**src/rtl/core/crc16x_pkg.sv**
```systemverilog
package crc16x_pkg;

  localparam int unsigned CFG_IDX_W = 2;
  localparam int unsigned CFG_DATA_W = 8;

  localparam logic [CFG_IDX_W-1:0] REG_PROTOCOL_TYPE = 2'd0;
  localparam logic [CFG_IDX_W-1:0] REG_NETWORK_TYPE  = 2'd1;

  localparam logic [7:0] PROTOCOL_TYPE_RST = 8'h02;
  localparam logic [7:0] NETWORK_TYPE_RST  = 8'h01;

  localparam logic [15:0] CRC_POLY = 16'h1021;
  localparam logic [15:0] CRC_INIT = 16'h0000;
  localparam logic [15:0] CRC_MSB  = 16'h8000;

  localparam logic [7:0] DELIM_CHAR     = 8'h21;
  localparam logic [7:0] HEX_DIGIT_BASE = 8'd48;
  localparam logic [7:0] HEX_ALPHA_BASE = 8'd55;

  typedef struct packed {
    logic [7:0] payload_byte;
    logic       last_byte;
  } in_word_t;

  typedef struct packed {
    logic [7:0] out_char;
    logic       frame_end;
    logic       run_last;
  } out_word_t;

  typedef struct packed {
    logic [7:0] protocol_type;
    logic [7:0] network_type;
  } cfg_regs_t;

  // character slots of a frame, in emission order
  typedef enum logic [3:0] {
    SL_DELIM,
    SL_PT_HI,
    SL_PT_LO,
    SL_NT_HI,
    SL_NT_LO,
    SL_PL_HI,
    SL_PL_LO,
    SL_CL_HI,
    SL_CL_LO,
    SL_CH_HI,
    SL_CH_LO,
    SL_END
  } slot_t;

  function automatic logic [7:0] hex_char(input logic [3:0] nib);
    logic [7:0] wide;
    wide = {4'h0, nib};
    return (nib < 4'd10) ? (wide + HEX_DIGIT_BASE) : (wide + HEX_ALPHA_BASE);
  endfunction

  // CRC-16, poly 0x1021, MSB first, one byte
  function automatic logic [15:0] crc_feed(input logic [15:0] crc_in,
                                           input logic [7:0] b);
    logic [15:0] crc;
    logic [15:0] data;
    logic [15:0] mix;
    crc  = crc_in;
    data = {b, 8'h00};
    for (int i = 0; i < 8; i++) begin
      mix = crc ^ data;
      crc = {crc[14:0], 1'b0};
      if ((mix & CRC_MSB) != 16'h0000) begin
        crc = crc ^ CRC_POLY;
      end
      data = {data[14:0], 1'b0};
    end
    return crc;
  endfunction

endpackage

```
**src/rtl/core/crc16x_cfg.sv**
```systemverilog
module crc16x_cfg (
  input  logic                             clk,
  input  logic                             rst,
  input  logic                             cfg_we,
  input  logic [crc16x_pkg::CFG_IDX_W-1:0] cfg_index,
  input  logic [crc16x_pkg::CFG_DATA_W-1:0] cfg_data,
  output crc16x_pkg::cfg_regs_t            regs
);
  import crc16x_pkg::*;

  cfg_regs_t cfg_q;

  always_ff @(posedge clk) begin
    if (rst) begin
      cfg_q.protocol_type <= PROTOCOL_TYPE_RST;
      cfg_q.network_type  <= NETWORK_TYPE_RST;
    end else if (cfg_we) begin
      case (cfg_index)
        REG_PROTOCOL_TYPE: cfg_q.protocol_type <= cfg_data;
        REG_NETWORK_TYPE:  cfg_q.network_type  <= cfg_data;
        default: ;
      endcase
    end
  end

  assign regs = cfg_q;

endmodule

```
**src/rtl/core/crc16x_seq.sv**
```systemverilog
module crc16x_seq (
  input  logic                   clk,
  input  logic                   rst,
  input  crc16x_pkg::cfg_regs_t  regs,
  input  logic                   item_valid,
  output logic                   item_ready,
  input  crc16x_pkg::in_word_t   item,
  input  logic                   out_free,
  output logic                   issue,
  output crc16x_pkg::out_word_t  sym_next
);
  import crc16x_pkg::*;

  logic        cur_valid;
  logic [7:0]  cur_byte;
  logic        cur_last;
  slot_t       slot;
  slot_t       slot_next;
  slot_t       start_slot;
  logic        inside_frame;
  logic [15:0] crc;
  logic [15:0] crc_next;
  logic        finishing;
  logic        take;
  logic        open_after;

  assign issue      = cur_valid && out_free;
  assign finishing  = issue && ((slot == SL_PL_LO && !cur_last) || slot == SL_END);
  assign item_ready = !cur_valid || finishing;
  assign take       = item_valid && item_ready;

  // frame state as it stands after this edge, for a word taken now
  assign open_after = inside_frame && !(finishing && slot == SL_END);
  assign start_slot = open_after ? SL_PL_HI : SL_DELIM;

  always_comb begin
    slot_next = slot_t'(slot + 4'd1);
    crc_next  = crc;
    sym_next  = '0;
    sym_next.run_last = finishing;
    case (slot)
      SL_DELIM: begin
        sym_next.out_char = DELIM_CHAR;
        crc_next = CRC_INIT;
      end
      SL_PT_HI: sym_next.out_char = hex_char(regs.protocol_type[7:4]);
      SL_PT_LO: begin
        sym_next.out_char = hex_char(regs.protocol_type[3:0]);
        crc_next = crc_feed(crc, regs.protocol_type);
      end
      SL_NT_HI: sym_next.out_char = hex_char(regs.network_type[7:4]);
      SL_NT_LO: begin
        sym_next.out_char = hex_char(regs.network_type[3:0]);
        crc_next = crc_feed(crc, regs.network_type);
      end
      SL_PL_HI: sym_next.out_char = hex_char(cur_byte[7:4]);
      SL_PL_LO: begin
        sym_next.out_char = hex_char(cur_byte[3:0]);
        crc_next = crc_feed(crc, cur_byte);
      end
      SL_CL_HI: sym_next.out_char = hex_char(crc[7:4]);
      SL_CL_LO: sym_next.out_char = hex_char(crc[3:0]);
      SL_CH_HI: sym_next.out_char = hex_char(crc[15:12]);
      SL_CH_LO: sym_next.out_char = hex_char(crc[11:8]);
      SL_END: begin
        sym_next.out_char  = DELIM_CHAR;
        sym_next.frame_end = 1'b1;
        crc_next = CRC_INIT;
      end
      default: begin
        sym_next.out_char = DELIM_CHAR;
      end
    endcase
  end

  always_ff @(posedge clk) begin
    if (rst) begin
      cur_valid    <= 1'b0;
      inside_frame <= 1'b0;
      crc          <= CRC_INIT;
    end else begin
      if (take) begin
        cur_valid <= 1'b1;
      end else if (finishing) begin
        cur_valid <= 1'b0;
      end
      if (issue) begin
        crc <= crc_next;
        if (slot == SL_DELIM) begin
          inside_frame <= 1'b1;
        end else if (slot == SL_END) begin
          inside_frame <= 1'b0;
        end
      end
    end
  end

  always_ff @(posedge clk) begin
    if (take) begin
      cur_byte <= item.payload_byte;
      cur_last <= item.last_byte;
      slot     <= start_slot;
    end else if (issue) begin
      slot <= slot_next;
    end
  end

  a_crc_clear_outside: assert property (@(posedge clk) disable iff (rst)
    !inside_frame |-> crc == CRC_INIT)
    else $error("crc not cleared outside a frame");

  a_delim_only_closed: assert property (@(posedge clk) disable iff (rst)
    (cur_valid && slot == SL_DELIM) |-> !inside_frame)
    else $error("opening delimiter inside an open frame");

  a_end_closes: assert property (@(posedge clk) disable iff (rst)
    (issue && slot == SL_END) |=> !inside_frame)
    else $error("frame still open after closing delimiter");

  a_finish_slot: assert property (@(posedge clk) disable iff (rst)
    finishing |-> ((slot == SL_PL_LO && !cur_last) || slot == SL_END))
    else $error("word finished at a wrong slot");

endmodule

```
**src/rtl/core/crc16x_out.sv**
```systemverilog
module crc16x_out (
  input  logic                  clk,
  input  logic                  rst,
  input  logic                  issue,
  input  crc16x_pkg::out_word_t sym_next,
  output logic                  out_free,
  output logic                  sym_valid,
  input  logic                  sym_ready,
  output crc16x_pkg::out_word_t sym
);
  import crc16x_pkg::*;

  logic      valid_q;
  out_word_t word_q;

  assign out_free  = !valid_q || sym_ready;
  assign sym_valid = valid_q;
  assign sym       = word_q;

  always_ff @(posedge clk) begin
    if (rst) begin
      valid_q <= 1'b0;
    end else if (out_free) begin
      valid_q <= issue;
    end
  end

  always_ff @(posedge clk) begin
    if (issue && out_free) begin
      word_q <= sym_next;
    end
  end

endmodule

```
**src/rtl/core/crc16_hex_ascii_frame_encoder.sv**
```systemverilog
// Frame encoder: raw bytes in, ASCII hex frame out.
// item channel: one payload byte per word, last_byte marks the end of a frame.
// sym channel: one ASCII character per word; frame_end flags the closing '!',
// run_last flags the final character caused by an input word.
// A frame reads "!", protocol and network type as hex, payload as hex, then
// the CRC-16 (0x1021, zero preset) low byte then high byte as hex, then "!".
// Config: cfg_we writes cfg_data into register cfg_index (0 protocol type,
// 1 network type); other indexes are ignored. Write only while idle.
// Path: an accepted word is held in the sequencer, which issues its characters
// into the output register that drives sym.
// Throughput: one character per cycle from the output register while sym_ready
// is high; a word inside a frame gives 2 characters, a frame-opening or
// frame-closing word 7, and a single-byte frame 12. The next word is taken in
// the cycle the current one issues its final character.
// Reset: no frame open, CRC zero, types 2 and 1, both channels empty.
// Stall: while sym_ready is low a full output register holds its word, the
// sequencer stops, and item_ready drops once a word is waiting.
module crc16_hex_ascii_frame_encoder (
  input  logic                              clk,
  input  logic                              rst,
  input  logic                              cfg_we,
  input  logic [crc16x_pkg::CFG_IDX_W-1:0]  cfg_index,
  input  logic [crc16x_pkg::CFG_DATA_W-1:0] cfg_data,
  input  logic                              item_valid,
  output logic                              item_ready,
  input  crc16x_pkg::in_word_t              item,
  output logic                              sym_valid,
  input  logic                              sym_ready,
  output crc16x_pkg::out_word_t             sym
);
  import crc16x_pkg::*;

  cfg_regs_t regs;
  out_word_t sym_next;
  logic      issue;
  logic      out_free;

  crc16x_cfg u_cfg (
    .clk       (clk),
    .rst       (rst),
    .cfg_we    (cfg_we),
    .cfg_index (cfg_index),
    .cfg_data  (cfg_data),
    .regs      (regs)
  );

  crc16x_seq u_seq (
    .clk        (clk),
    .rst        (rst),
    .regs       (regs),
    .item_valid (item_valid),
    .item_ready (item_ready),
    .item       (item),
    .out_free   (out_free),
    .issue      (issue),
    .sym_next   (sym_next)
  );

  crc16x_out u_out (
    .clk       (clk),
    .rst       (rst),
    .issue     (issue),
    .sym_next  (sym_next),
    .out_free  (out_free),
    .sym_valid (sym_valid),
    .sym_ready (sym_ready),
    .sym       (sym)
  );

endmodule

```
**config.mk**
```make
export PLATFORM = sky130hd
export DESIGN_NAME = crc16_hex_ascii_frame_encoder
export DESIGN_NICKNAME = d
export VERILOG_FILES = /design/src/rtl/core/crc16x_pkg.sv /design/src/rtl/core/crc16x_cfg.sv /design/src/rtl/core/crc16x_seq.sv /design/src/rtl/core/crc16x_out.sv /design/src/rtl/core/crc16_hex_ascii_frame_encoder.sv
export SDC_FILE = /design/constraint.sdc
export NUM_CORES = 1
export LEC_CHECK = 0
export BUFFER_PORTS_ARGS = -buffer_cell sky130_fd_sc_hd__buf_2
export CORE_MARGIN = 5
export CORE_UTILIZATION = 45
export DETAILED_ROUTE_END_ITERATION = 8
export PLACE_DENSITY = 0.72
export SYNTH_ARGS = -nofsm -noshare
export SYNTH_HDL_FRONTEND = slang
export SYNTH_SLANG_ARGS = --single-unit
```
**constraint.sdc**
```tcl
create_clock -name clk -period 2.9 [get_ports clk]
set_input_delay 0 -clock clk [delete_from_list [all_inputs] [get_ports clk]]
set_output_delay 0 -clock clk [all_outputs]
set_load 0.05 [all_outputs]
```
==> results.sh <==
export IMPL_fill_cells=956
export IMPL_first_iter_violations=373
export IMPL_cts_root_buffer="clkbuf_8"
export IMPL_crit_type="flip-flop to flip-flop"
export IMPL_cts_buffer_depth=2
export IMPL_seq_area_frac_synth_pct=30.1
export IMPL_crit_path_max_fanout=13
export IMPL_tns_ns=0
export IMPL_gp_congestion=1.02
export IMPL_maxSlewHeadroom_pct=48.4
export IMPL_fin_ws_ns=0.372
export IMPL_drc_errors=0
export IMPL_syn_avg_cell_area_sq_um=8.27
export IMPL_grt_setup_unrepaired="false"
export IMPL_reg2reg_to="u_out.sym[2]"
export IMPL_ys_ff_latch=57
export IMPL_synth_main_ff_cell="dfxtp_1"
export IMPL_vias=4291
export IMPL_syn_inst=547
export IMPL_synth_most_common_cell="xnor2_1"
export IMPL_dieArea_sq_mm=0.0122
export IMPL_area_growth_pct=13.3
export IMPL_grt_antenna_before_repair=0
export IMPL_grt_pass1_vias=4142
export IMPL_p_per_area_mw_per_mm2=558
export IMPL_hold_viol_final=0
export IMPL_max_freq_mhz=396
export IMPL_drv_slew=0
export IMPL_clock_sinks=57
export IMPL_p_leak_nw=1.89
export IMPL_die_w_microns=110
export IMPL_arrival_ns=2.60
export IMPL_period_share_pct=87.2
export IMPL_drt_wl_total_microns=14600
export IMPL_dr_pass1_iters=5
export IMPL_grt_max_degree=36
export IMPL_synth_cell_types=62
export IMPL_grt_total_usage_pct=25.4
export IMPL_drive_gt1_share_pct=11.8
export IMPL_antenna_cells=0
export IMPL_crit_required_ns=2.97
export IMPL_routedWlPerCell_microns=20.5
export IMPL_ys_async_sr_fraction_pct=0
export IMPL_yosys_top_cells_count="xnor2_1 (59), a21oi_1 (44), nor2_1 (41), o21ai_0 (41), dfxtp_1 (35)"
export IMPL_antenna_left=0
export IMPL_min_path_type="input pin to flip-flop"
export IMPL_min_to="u_cfg.regs[9]"
export IMPL_initial_utilization_pct=46.3
export IMPL_peakVddDrop_uv=235
export IMPL_fin_crit_ns=2.53
export IMPL_cts_buffers=9
export IMPL_hold_ws_ns=0.176
export IMPL_finalSetupViolations=0
export IMPL_rrSetupSlack_ns=0.37
export IMPL_place_ws_ns=0.441
export IMPL_worst_pin_slew_ns=0.766
export IMPL_status="complete, no violations"
export IMPL_cts_tree="yes"
export IMPL_h_tree_depth=3
export IMPL_synth_enable_flop_cells=22
export IMPL_synth_area_sq_mm=0.00452
export IMPL_synthTopCellsByArea="dfxtp_1 (15%), edfxtp_1 (15%), xnor2_1 (11%), a21oi_1 (4.9%), o21ai_0 (4.5%)"
export IMPL_whs_path_depth=5
export IMPL_grt_overflow=0
export IMPL_ff2ff_path_depth=7
export IMPL_skew_ns=0.00953
export IMPL_clkLatencyLatePin_ns=0.35
export IMPL_clkSlewWorstSetupHoldPaths_ns=0.07
export IMPL_final_util_pct=52.5
export IMPL_critPathLaunchType="flip-flop"
export IMPL_dpl_cell_area_sq_mm=0.00473
export IMPL_maxCapViolCount=0
export IMPL_port_buffers=34
export IMPL_placementRows=36
export IMPL_syn_nets=585
export IMPL_nets=609
export IMPL_yosysTopAreaCell="dfxtp_1"
export IMPL_viasPerCell=6.05
export IMPL_crit_path_end_kind="flip-flop"
export IMPL_synth_top_area_share_pct=15.5
export IMPL_grt_pass1_wl_microns=23000
export IMPL_post_route_cell_area_sq_mm=0.00513
export IMPL_hpwlAfterDp_microns=10700
export IMPL_die_h_microns=110
export IMPL_core_region_area_sq_mm=0.00977
export IMPL_hp_start="cfg_index[1]"
export IMPL_ios=36
export IMPL_yosysWarnings=0
export IMPL_timing_rr_start="u_seq.slot[0]"
## power by group
part,switching (mW),internal [mW],leakage [nW]
logic,0.581,0.414,1.29
registers,0.133,0.911,0.498
clock network,0.348,0.475,0.104
total,1.06,1.80,1.89
## per-stage QoR
step	total power, mW	instances
2_1_floorplan	1.76	547
3_3_place_gp	2.00	674
3_5_place_dp	2.01	674
4_1_cts	2.86	709
5_1_grt	3.02	709
6_report	2.86	709
## flip-flops by register name, summed over array words and instances (netlist names)
name                count
u_cfg.regs             16
u_seq.slot              4
u_out.sym_valid         1
u_out.sym               9
u_seq.inside_frame      1
u_seq.cur_last          1
u_seq.cur_byte          8
u_seq.crc              16
u_seq.cur_valid         1
## metal layers
| layer | GRT usage [%] | vias to the layer above | part of all wire [%] |
|---|---|---|---|
| met5 | 0 | - | 0 |
| met4 | 11.0 | 0 | 3.8 |
| met3 | 6.06 | 47 | 9.0 |
| met2 | 40.4 | 222 | 45 |
| met1 | 32.8 | 2025 | 42 |
| li1 | - | 1997 | - |
## worst max path at each step
stage,startpoint,endpoint,cells after the start
2_1_floorplan,u_seq.slot[0],u_seq.slot[0],9
3_5_place_dp,u_seq.slot[0],u_out.sym[2],7
6_report,u_seq.slot[0],u_out.sym[2],7
5_1_grt,u_seq.slot[0],u_out.sym[2],7
4_1_cts,u_seq.slot[0],u_out.sym[2],7
3_3_place_gp,u_seq.slot[0],u_out.sym[3],8
## layout make-up
class	instances	area, sq um	area share, %
Multi-Input combinational cell	406	2810	54.9
Sequential cell	57	1360	26.5
Timing Repair Buffer	67	465	9.08
Tap cell	133	166	3.25
Clock buffer	9	124	2.42
Inverter	30	113	2.20
Clock inverter	7	85.1	1.66
## what timing repair did
item	in CTS	in global routing
gates resized for setup	0	0
endpoints found under the hold margin	27	0
hold buffers	19	0
buffers inserted	0	0
## logic make-up (layout without fill, tap and decap cells)
kind of cell / after synthesis / count (layout) / share of synthesized area, %
xor gates and xnor gates: 77 / 77 / 16.5
muxes: 13 / 13 / 2.90
AOI/OAI and AO/OA: 166 / 166 / 23.9
DFF: 57 / 57 / 30.1
and+or+nand+nor: 135 / 135 / 15.0
buffers and inverters: 84 / 113 / 7.74
other: 1 / 1 / 0.0829
adders and majority gates: 14 / 14 / 3.87
## critical path, cell delays in order, from the launching register on
cell and delay, ns:
edfxtp_1 0.40, inv_1 0.10, ha_1 0.28, buf_4 0.21, nand2_1 0.39, o22ai_1 0.16, a2111oi_0 0.55, o211ai_1 0.17
## layout by cell type (no fill, tap or decap), types with 3 or more instances in the layout
| cell type | Yosys | layout |
|---|---|---|
| nand4_1 | 3 | 3 |
| nor4b_1 | 3 | 3 |
| a311oi_1 | 4 | 4 |
| and4b_1 | 6 | 6 |
| o221ai_1 | 7 | 7 |
| edfxtp_1 | 22 | 22 |
| a22oi_1 | 7 | 7 |
| o22ai_1 | 11 | 11 |
| buf_4 | 4 | 14 |
| a211oi_1 | 13 | 13 |
| nand2_1 | 34 | 34 |
| ha_1 | 14 | 14 |
| o21ai_0 | 41 | 41 |
| a2111oi_0 | 3 | 3 |
| xnor2_1 | 59 | 59 |
| xnor3_1 | 4 | 4 |
| buf_2 | 16 | 34 |
| clkbuf_8 | 0 | 9 |
| dfxtp_1 | 35 | 35 |
| and2_1 | 4 | 4 |
| inv_1 | 29 | 29 |
| dlygate4sd3_1 | 0 | 19 |
| clkinv_1 | 1 | 3 |
| xor2_1 | 12 | 12 |
| nand3b_1 | 3 | 3 |
| a21oi_1 | 44 | 44 |
| a221o_1 | 3 | 3 |
| nor3_1 | 9 | 9 |
| nor2_1 | 41 | 41 |
| a32oi_1 | 4 | 4 |
| mux2i_1 | 12 | 12 |
| nand2b_1 | 4 | 4 |
| nor2b_1 | 13 | 13 |
| nand3_1 | 7 | 7 |
| a22o_1 | 7 | 7 |
No activity file was read; power rests on OpenSTA's default activity.
